[src/hw/rtl/gjdc_pkg.sv]
// ----------------------------------------------------------------------------
// gjdc_pkg
// Shared constants and month-table functions of the Gregorian / Jalali date converter.
// ----------------------------------------------------------------------------
package gjdc_pkg;

  localparam int unsigned YearW  = 12;
  localparam int unsigned OYearW = 13;
  localparam int unsigned MonW   = 4;
  localparam int unsigned DayW   = 5;
  localparam int unsigned DaysW  = 22;

  localparam logic CmdToJalali    = 1'b0;
  localparam logic CmdToGregorian = 1'b1;

  // Cumulative days before month m (index m-1), common year.
  function automatic logic [8:0] greg_cum(input logic [3:0] idx);
    logic [8:0] r;
    case (idx)
      4'd0:    r = 9'd0;
      4'd1:    r = 9'd31;
      4'd2:    r = 9'd59;
      4'd3:    r = 9'd90;
      4'd4:    r = 9'd120;
      4'd5:    r = 9'd151;
      4'd6:    r = 9'd181;
      4'd7:    r = 9'd212;
      4'd8:    r = 9'd243;
      4'd9:    r = 9'd273;
      4'd10:   r = 9'd304;
      default: r = 9'd334;
    endcase
    return r;
  endfunction

  function automatic logic [8:0] jal_cum(input logic [3:0] idx);
    logic [8:0] r;
    case (idx)
      4'd0:    r = 9'd0;
      4'd1:    r = 9'd31;
      4'd2:    r = 9'd62;
      4'd3:    r = 9'd93;
      4'd4:    r = 9'd124;
      4'd5:    r = 9'd155;
      4'd6:    r = 9'd186;
      4'd7:    r = 9'd216;
      4'd8:    r = 9'd246;
      4'd9:    r = 9'd276;
      4'd10:   r = 9'd306;
      default: r = 9'd336;
    endcase
    return r;
  endfunction

  function automatic logic [4:0] greg_len(input logic [3:0] idx, input logic leap);
    logic [4:0] r;
    case (idx)
      4'd1:                          r = leap ? 5'd29 : 5'd28;
      4'd3, 4'd5, 4'd8, 4'd10:       r = 5'd30;
      default:                       r = 5'd31;
    endcase
    return r;
  endfunction

  function automatic logic [4:0] jal_len(input logic [3:0] idx);
    logic [4:0] r;
    if (idx < 4'd6) r = 5'd31;
    else if (idx < 4'd11) r = 5'd30;
    else r = 5'd29;
    return r;
  endfunction

endpackage

[src/hw/rtl/gregorian_jalali_date_converter_top.sv]
// ----------------------------------------------------------------------------
// gregorian_jalali_date_converter_top
// Converts one date per item between Gregorian and Jalali calendars.
// ----------------------------------------------------------------------------
// channel | handshake             | payload
// in      | in_valid / in_ready   | cmd, in_year, in_month, in_day
// out     | out_valid / out_ready | out_year, out_month, out_day, out_of_range
//
// Gregorian to Jalali takes longest, as it steps through the 33-year loop;
// Jalali to Gregorian steps through the 400-, 100-, 4- and 1-year loops instead.
// A bad month, zero day or year before the epoch year is flagged in the cycle
// after accept. A Gregorian date in the epoch year but before the epoch day
// is flagged from S_SUB, after S_DIV and S_BASE.
// in_ready is high only while idle; the result is held until out_ready.
// rst is synchronous and returns the block to idle with no result pending.
// ----------------------------------------------------------------------------
module gregorian_jalali_date_converter_top (
  input  logic                          clk,
  input  logic                          rst,
  input  logic                          in_valid,
  output logic                          in_ready,
  input  logic                          cmd,
  input  logic [gjdc_pkg::YearW-1:0]    in_year,
  input  logic [gjdc_pkg::MonW-1:0]     in_month,
  input  logic [gjdc_pkg::DayW-1:0]     in_day,
  output logic                          out_valid,
  input  logic                          out_ready,
  output logic [gjdc_pkg::OYearW-1:0]   out_year,
  output logic [gjdc_pkg::MonW-1:0]     out_month,
  output logic [gjdc_pkg::DayW-1:0]     out_day,
  output logic                          out_of_range
);
  import gjdc_pkg::*;

  typedef enum logic [3:0] {
    S_IDLE, S_DIV, S_BASE, S_SUB, S_J33, S_G400, S_G100, S_G4, S_Y1, S_MON, S_DONE
  } state_t;

  state_t              state;
  logic                dir;
  logic [OYearW-1:0]   yr;       // relative source year, then target year
  logic [MonW-1:0]     mon;
  logic [DayW-1:0]     dd;
  logic [DaysW-1:0]    days;
  logic [3:0]          idx;
  logic                leap;
  logic [10:0]         lcnt;     // leap days before the source year
  logic                gl;       // source Gregorian year is leap

  // shared subtractor
  logic [DaysW-1:0]    sub_b;
  logic [DaysW:0]      diff;
  logic                ge;
  logic [4:0]          mlen;

  always_comb begin
    mlen  = dir ? greg_len(idx, leap) : jal_len(idx);
    sub_b = '0;
    unique case (state)
      S_SUB:   sub_b = DaysW'(79);
      S_J33:   sub_b = DaysW'(12053);
      S_G400:  sub_b = DaysW'(146097);
      S_G100:  sub_b = DaysW'(36524);
      S_G4:    sub_b = DaysW'(1461);
      S_Y1:    sub_b = DaysW'(365);
      S_MON:   sub_b = DaysW'(mlen);
      default: sub_b = '0;
    endcase
    diff = {1'b0, days} - {1'b0, sub_b};
    ge   = ~diff[DaysW];
  end

  // leap-day count of the relative year; quotients by reciprocal multiply,
  // exact for dividends below 4096
  logic [OYearW-1:0] ry, ry3, ry99, ry399, r100, r33;
  logic [25:0]       p99, p399, p100, p33;
  logic [6:0]        q99, q100;
  logic [4:0]        q399;
  logic [8:0]        q33;
  logic [10:0]       lcnt_g, lcnt_j;
  logic              gleap;
  always_comb begin
    ry     = yr;
    ry3    = ry + OYearW'(3);
    ry99   = ry + OYearW'(99);
    ry399  = ry + OYearW'(399);
    p99    = 26'(ry99) * 26'(5243);    // /100
    p399   = 26'(ry399) * 26'(5243);   // /400
    p100   = 26'(ry) * 26'(5243);      // /100
    p33    = 26'(ry) * 26'(3972);      // /33
    q99    = p99[25:19];
    q100   = p100[25:19];
    q399   = p399[25:21];
    q33    = p33[25:17];
    r100   = ry - OYearW'(q100) * OYearW'(100);
    r33    = ry - OYearW'(q33) * OYearW'(33);
    gleap  = (ry[1:0] == 2'b00 && r100 != '0) || (r100 == '0 && q100[1:0] == 2'b00);
    lcnt_g = 11'(ry3 >> 2) - 11'(q99) + 11'(q399);
    lcnt_j = 11'({q33, 3'b000}) + 11'((r33 + OYearW'(3)) >> 2);
  end

  // day count of year start plus month offset
  logic [DaysW-1:0]  base;
  always_comb begin
    if (!dir)
      base = DaysW'(ry) * DaysW'(365) + DaysW'(lcnt) + DaysW'(greg_cum(mon - 4'd1))
           + DaysW'(mon > 4'd2 && gl) + DaysW'(dd) - DaysW'(1);
    else
      base = DaysW'(ry) * DaysW'(365) + DaysW'(lcnt) + DaysW'(jal_cum(mon - 4'd1))
           + DaysW'(dd) - DaysW'(1) + DaysW'(79);
  end

  logic bad_in;
  assign bad_in = in_month == '0 || in_month > 4'd12 || in_day == '0 ||
                  (cmd == CmdToJalali ? in_year < 12'd1600 : in_year < 12'd979);

  always_ff @(posedge clk) begin
    if (rst) begin
      state     <= S_IDLE;
      out_valid <= 1'b0;
    end else begin
      unique case (state)
        S_IDLE: begin
          if (in_valid) begin
            dir <= cmd;
            mon <= in_month;
            dd  <= in_day;
            yr  <= OYearW'(in_year) - (cmd == CmdToJalali ? OYearW'(1600) : OYearW'(979));
            if (bad_in) begin
              out_year <= '0; out_month <= '0; out_day <= '0;
              out_of_range <= 1'b1; out_valid <= 1'b1;
              state <= S_DONE;
            end else begin
              state <= S_DIV;
            end
          end
        end
        S_DIV: begin
          lcnt <= dir ? lcnt_j : lcnt_g;
          gl <= gleap;
          state <= S_BASE;
        end
        S_BASE: begin
          days <= base;
          idx <= '0;
          leap <= 1'b1;
          if (dir) begin
            yr <= OYearW'(1600);
            state <= S_G400;
          end else begin
            yr <= OYearW'(979);
            state <= S_SUB;
          end
        end
        S_SUB: begin
          if (ge) begin
            days <= diff[DaysW-1:0];
            state <= S_J33;
          end else begin
            out_year <= '0; out_month <= '0; out_day <= '0;
            out_of_range <= 1'b1; out_valid <= 1'b1;
            state <= S_DONE;
          end
        end
        S_J33: begin
          if (ge) begin
            days <= diff[DaysW-1:0];
            yr <= yr + OYearW'(33);
          end else state <= S_G4;
        end
        S_G400: begin
          if (ge) begin
            days <= diff[DaysW-1:0];
            yr <= yr + OYearW'(400);
          end else if (days >= DaysW'(36525)) begin
            days <= days - DaysW'(1);
            state <= S_G100;
          end else state <= S_G4;
        end
        S_G100: begin
          if (ge) begin
            days <= diff[DaysW-1:0];
            yr <= yr + OYearW'(100);
          end else begin
            if (days >= DaysW'(365)) days <= days + DaysW'(1);
            else leap <= 1'b0;
            state <= S_G4;
          end
        end
        S_G4: begin
          if (ge) begin
            days <= diff[DaysW-1:0];
            yr <= yr + OYearW'(4);
          end else if (days >= DaysW'(366)) begin
            days <= days - DaysW'(1);
            leap <= 1'b0;
            state <= S_Y1;
          end else state <= S_MON;
        end
        S_Y1: begin
          if (ge) begin
            days <= diff[DaysW-1:0];
            yr <= yr + OYearW'(1);
          end else state <= S_MON;
        end
        S_MON: begin
          if (ge && idx < 4'd11) begin
            days <= diff[DaysW-1:0];
            idx <= idx + 4'd1;
          end else begin
            out_year <= yr;
            out_month <= idx + 4'd1;
            out_day <= DayW'(days) + DayW'(1);
            out_of_range <= 1'b0;
            out_valid <= 1'b1;
            state <= S_DONE;
          end
        end
        S_DONE: begin
          if (out_ready) begin
            out_valid <= 1'b0;
            state <= S_IDLE;
          end
        end
        default: state <= S_IDLE;
      endcase
    end
  end

  assign in_ready = state == S_IDLE;

  a_valid_done: assert property (@(posedge clk) disable iff (rst)
    out_valid == (state == S_DONE)) else $error("out_valid out of step with state");
  a_flag_zero: assert property (@(posedge clk) disable iff (rst)
    out_valid && out_of_range |-> out_year == '0 && out_month == '0 && out_day == '0)
    else $error("flagged item has nonzero fields");
  a_month_ok: assert property (@(posedge clk) disable iff (rst)
    out_valid && !out_of_range |-> out_month != '0 && out_month <= 4'd12 && out_day != '0)
    else $error("bad month or day in result");
  a_no_accept_busy: assert property (@(posedge clk) disable iff (rst)
    state != S_IDLE |-> !in_ready) else $error("ready while busy");
endmodule

[config.mk]
export PLATFORM = sky130hd
export DESIGN_NAME = gregorian_jalali_date_converter_top
export DESIGN_NICKNAME = d
export VERILOG_FILES = /design/src/hw/rtl/gjdc_pkg.sv /design/src/hw/rtl/gregorian_jalali_date_converter_top.sv
export SDC_FILE = /design/constraint.sdc
export NUM_CORES = 1
export LEC_CHECK = 0
export BUFFER_PORTS_ARGS = -buffer_cell sky130_fd_sc_hd__buf_4
export CORE_AREA = 2 2 294 151
export CTS_BUF_LIST = sky130_fd_sc_hd__clkbuf_4 sky130_fd_sc_hd__clkbuf_8
export DETAILED_ROUTE_END_ITERATION = 7
export DIE_AREA = 0 0 296 153
export GPL_TIMING_DRIVEN = 0
export PLACE_DENSITY = 0.82
export SYNTH_ARGS = -nofsm -noshare
export SYNTH_HDL_FRONTEND = slang
export SYNTH_SLANG_ARGS = --single-unit
[constraint.sdc]
create_clock -name clk -period 9.38 [get_ports clk]
set_clock_uncertainty 0.2 [all_clocks]
set_input_delay 1.876 -clock clk [delete_from_list [all_inputs] [get_ports clk]]
set_output_delay 1.876 -clock clk [all_outputs]
set_load 0.01 [all_outputs]
==> flow_summary.ini, run 1 <==
[clocking]
hold_buffers = 0
cts_tree = done
htreeDepth = 3
cts_root_buffer = clkbuf_8
numCtsBuffers = 9
clock-sinks = 90
clockBufferDepth = 2
clkSlewWorstSetupHoldPaths_ps = 120
clk_latency_ps = 400

[layout]
regArea_mm2 = 0.00265
areaGrowthSynthToFinish_pct = 14.0
final_cell_mix = inv_1 (590), ha_1 (555), fa_1 (267)
final_util_pct = 68.3
diodes = 0
drive_gt1_share_pct = 13.1
nets = 3953
final_common_cell = inv_1
nFillCells = 3181
multi_input_comb_area_mm2 = 0.0216

[synth]
seq_area_frac_synth_pct = 10.3
synth_edf_count = 85
synthSimpleGateAreaFrac_pct = 9.46
syn-instance-count = 2879
syn_avg_cell_area_um2 = 8.92
async_flop_share_pct = 0
syn_nets = 3760
synth-compound-area-share_pct = 13.7
synth_top_family_by_area = adder cells
yosysWarnings = 0
synth_mux_area_share_pct = 0.322
synthXorXnorAreaFrac_pct = 6.70
synthAdderAreaFrac_pct = 49.6
synth_area_mm2 = 0.0257
synthFlopType = edfxtp_1
ys_ff_latch = 90
synth_cell_type_count = 84

[route]
first_pass_iters = 7
wl_met1_mm = 35.7
wl_met2_mm = 31.8
route.detailed.drc = 0
drt-total-wl_mm = 84.1
drt_iter0_markers = 2858
antenna_left = 0
highest_layer = met5
vias = 22700
wl_per_cell_um = 22.9
met3_length_mm = 14.4
vias_per_cell = 6.18

[floorplanning]
coreArea_mm2 = 0.0428
die_w_um = 296
num_rows = 54
ios = 51
dieHeight_um = 153
die_area_mm2 = 0.0453
start_util_pct = 60.0

[timing]
worst_pin_slew_ps = 1390
setup_violations = 3
timing.final.crit_share_pct = 102
postLayoutSetupSlackWorst_ps = -198
grt_setup_unrepaired = yes
maxSlewHeadroom_pct = 6.64
period_needed_ps = 9580
drv_slew = 0
hold_viol = 0
max_freq_mhz = 104

[run]
max_cap_violations = 0

[global_route]
grtUsageTotal_pct = 35.9
grt.overflow.total = 0
first_global_vias = 22000
grt_pass1_wl_mm = 125
antenna_found_initial = 3
grt_max_degree = 21

[setup_path]
cp_top_family = adder cells
reg2regPathDepth = 35
crit_required_ps = 9320
worst_setup_path_end_kind = register
startpoint = ry[4]
timing.rr.start = ry[4]
worstPathArrival_ps = 9520
path_depth = 35
ff2ff_setup_slack_ps = -200
crit_type = reg -> reg
crit_path_max_fanout = 7
path_buf_inv = 4
cpMostUsedCell = fa_1
startpoint_type = register
slowest_delay_ps = 680
crit_path_top_delay_cell = fa_1
cp-endpoint = lcnt[10]
r2r-end = lcnt[10]

[outcome]
violations = negative setup slack
status = complete, but fails checks

[placement]
place_congestion = 1.06
dp_slack_ps = -2710
io_buffers = 50
dp_hpwl_mm = 66.5

[worst_hold_path]
hold_path_class = reg -> reg
[worst min path at each step]
stage	slack, ps	depth (start not counted)	start	to
6_report	390	2	out_valid	out_valid
5_1_grt	410	2	out_valid	out_valid
4_1_cts	380	2	out_valid	out_valid
3_5_place_dp	350	2	out_valid	out_valid
3_3_place_gp	330	2	out_valid	out_valid
2_1_floorplan	330	2	out_valid	out_valid
[area by class of cell]
class	count	share of cell area [%]
Buffer	52	0.825
Clock buffer	9	0.423
Clock inverter	7	0.231
Inverter	615	8.04
Multi-Input combinational cell	2120	73.8
Sequential cell	90	9.06
Tap cell	588	2.51
Timing Repair Buffer	184	5.15
[tightest hold or removal path, cell delays in order (launching register included)]
cell and delay (ps):
dfxtp_1 360, mux2i_1 150, nor2_1 50
[synth_stat cells (28+ instances only)]
library cell  count  area share [%]
nand2_1          99             1.4
a21o_1           44             1.3
nor2b_1          28            0.68
clkbuf_1         44            0.64
xor2_1           54             1.8
nor3_1           53             1.0
o21a_1           29            0.85
a31oi_1          31            0.76
inv_1           613             9.0
nor2_1          182             2.7
o21ai_0         113             2.2
a21oi_1         164             3.2
nand2b_1         30            0.73
ha_1            582              28
fa_1            273              21
edfxtp_1         85             9.9
xnor2_1         140             4.8
nand3_1          32            0.62
[repair_timing]
item | CTS | global route
setup buffers | 97 | 36
pin swaps | 60 | 101
setup endpoints to repair | 12 | 8
resized for setup | 115 | 125
[metrics by stage]
| stage | cell area (um2) | hold WS, ps | setup TNS (ps) | std cells |
|---|---|---|---|---|
| floorplan | 25700 | 331 | 0 | 2879 |
| global placement | 26800 | 335 | -17850 | 3517 |
| detailed placement | 26900 | 354 | -19930 | 3520 |
| CTS | 28300 | 380 | 0 | 3631 |
| global route | 29300 | 408 | -1050 | 3665 |
| finish | 29300 | 388 | -447 | 3665 |
[kinds of logic (layout without fill, tap and decap cells)]
group	count (synthesis)	count (layout)
compound gates	552	552
mux	8	8
buf+inv	669	867
flops	90	90
xor+xnor	195	195
fa+ha+maj	855	855
simple gates	510	510
[metal layers]
metal | up-vias | track usage (%)
met5 | - | 0
met4 | 6 | 5.80
met3 | 199 | 16.7
met2 | 1554 | 47.3
met1 | 10900 | 53.6
li1 | 10000 | -
[flip-flops by register name, indices dropped and copies added (netlist names)]
| name | flops |
|---|---|
| days | 22 |
| out_year | 13 |
| ry | 13 |
| lcnt | 11 |
| dd | 5 |
| out_day | 5 |
| idx | 4 |
| mon | 4 |
| out_month | 4 |
| state | 4 |
| dir | 1 |
| gl | 1 |
| leap | 1 |
| out_of_range | 1 |
| out_valid | 1 |
Power of run 1 is left out: the tool's default activity adds up to more than one toggle a clock period on the data nets, which glitch-free logic cannot reach.
==> inputs of run 2 (changes only) <==
--- a/config.mk
+++ b/config.mk
@@ -10,7 +10,6 @@
 export CTS_BUF_LIST = sky130_fd_sc_hd__clkbuf_4 sky130_fd_sc_hd__clkbuf_8
 export DETAILED_ROUTE_END_ITERATION = 7
 export DIE_AREA = 0 0 296 153
-export GPL_TIMING_DRIVEN = 0
 export PLACE_DENSITY = 0.82
 export SYNTH_ARGS = -nofsm -noshare
 export SYNTH_HDL_FRONTEND = slang
==> flow_summary.ini, run 2 (synthesized netlist as in run 1, its figures left out) <==
[route]
drt-total-wl_mm = 79.8
antenna_left = 0
first_pass_iters = 5
drt_iter0_markers = 2410
vias_per_cell = 5.98
wl_per_cell_um = 21.8
vias = 21900
route.detailed.drc = 0

[setup_path]
cp_top_family = adder cells
crit_type = reg -> reg
cpMostUsedCell = fa_1
worst_setup_path_end_kind = register
crit_path_top_delay_cell = fa_2
slowest_delay_ps = 540
worstPathArrival_ps = 9230
path_buf_inv = 9
startpoint_type = register
crit_required_ps = 9400
crit_path_max_fanout = 4

[timing]
max_freq_mhz = 109
maxSlewHeadroom_pct = 8.11
grt_setup_unrepaired = yes
timing.final.crit_share_pct = 98.2
whs_ps = 367
period_needed_ps = 9210
drv_slew = 0
worst_pin_slew_ps = 1370
setup_violations = 0
finalSetupTns_ps = 0
hold_viol = 0

[placement]
place_congestion = 1.03
io_buffers = 50
dp_hpwl_mm = 67.3

[global_route]
grt_max_degree = 45
grt.overflow.total = 0
grtUsageTotal_pct = 35.6
first_global_vias = 21400
grt_pass1_wl_mm = 123
antenna_found_initial = 2

[layout]
largest_register = days
drive_gt1_share_pct = 12.1
final_util_pct = 67.0
nets = 3951
final_common_cell = inv_1
final_cell_mix = inv_1 (593), ha_1 (573), fa_1 (266)
largest_reg_flops = 22
areaGrowthSynthToFinish_pct = 11.7

[run]
max_cap_violations = 0

[clocking]
clk_latency_ps = 470
numCtsBuffers = 9
cts_tree = done
cts_root_buffer = clkbuf_8
hold_buffers = 0
clkSlewWorstSetupHoldPaths_ps = 130
htreeDepth = 3
clockBufferDepth = 2
clock-sinks = 90

[outcome]
status = complete, no violations

[floorplanning]
die_w_um = 296
coreArea_mm2 = 0.0428
die_area_mm2 = 0.0453
num_rows = 54
start_util_pct = 60.0
ios = 51
dieHeight_um = 153

[worst_hold_path]
hold_path_class = reg -> reg
## run 2: worst min-delay path, stage by stage, from the launching register on
cell     delay (ps)
dfxtp_1         360
mux2i_1         130
nor2_1           50
## run 2: worst paths after layout
| check | startpoint | end | slack [ps] | depth (start not counted) |
|---|---|---|---|---|
| setup / recovery | ry[2] | lcnt[10] | 170 | 41 |
| setup reg to reg | ry[2] | lcnt[10] | 170 | 41 |
| hold reg to reg | out_valid | out_valid | 370 | 2 |
| hold / removal | out_valid | out_valid | 370 | 2 |
## run 2: layer usage
layer / part of all wire, % / GRT usage (%)
met3: 16 / 15.9
met2: 37 / 45.2
met1: 46 / 54.6
met5: 0.44 / 5.62
met4: 1.4 / 5.15
## run 2: repair_timing
| action | in CTS | in global routing |
|---|---|---|
| buffers inserted | 2 | 30 |
| gates cloned | 0 | 1 |
| pin swaps | 3 | 71 |
| gates resized for setup | 10 | 114 |
| endpoints found under the setup margin | 2 | 6 |
## run 2: cell type report
| class | count | area [um2] |
|---|---|---|
| multi-input combinational | 2120 | 20900 |
| sequential | 90 | 2650 |
| inverter | 615 | 2320 |
| clock inverter | 7 | 51.3 |
| antenna | 2 | 5.00 |
| timing repair buffer | 234 | 1850 |
| tap | 588 | 736 |
| fill | 3431 | 14100 |
| clock buffer | 9 | 124 |
## run 2: metrics by stage
step	cell area, um2	setup WS [ps]	std cells
3_5_place_dp	27800	-192	3614
4_1_cts	28000	4.67	3632
3_3_place_gp	27800	58.4	3614
6_report	28700	172	3665
5_1_grt	28700	-74.6	3664
2_1_floorplan	25700	101	2879
Power of run 2 is left out for the same reason.
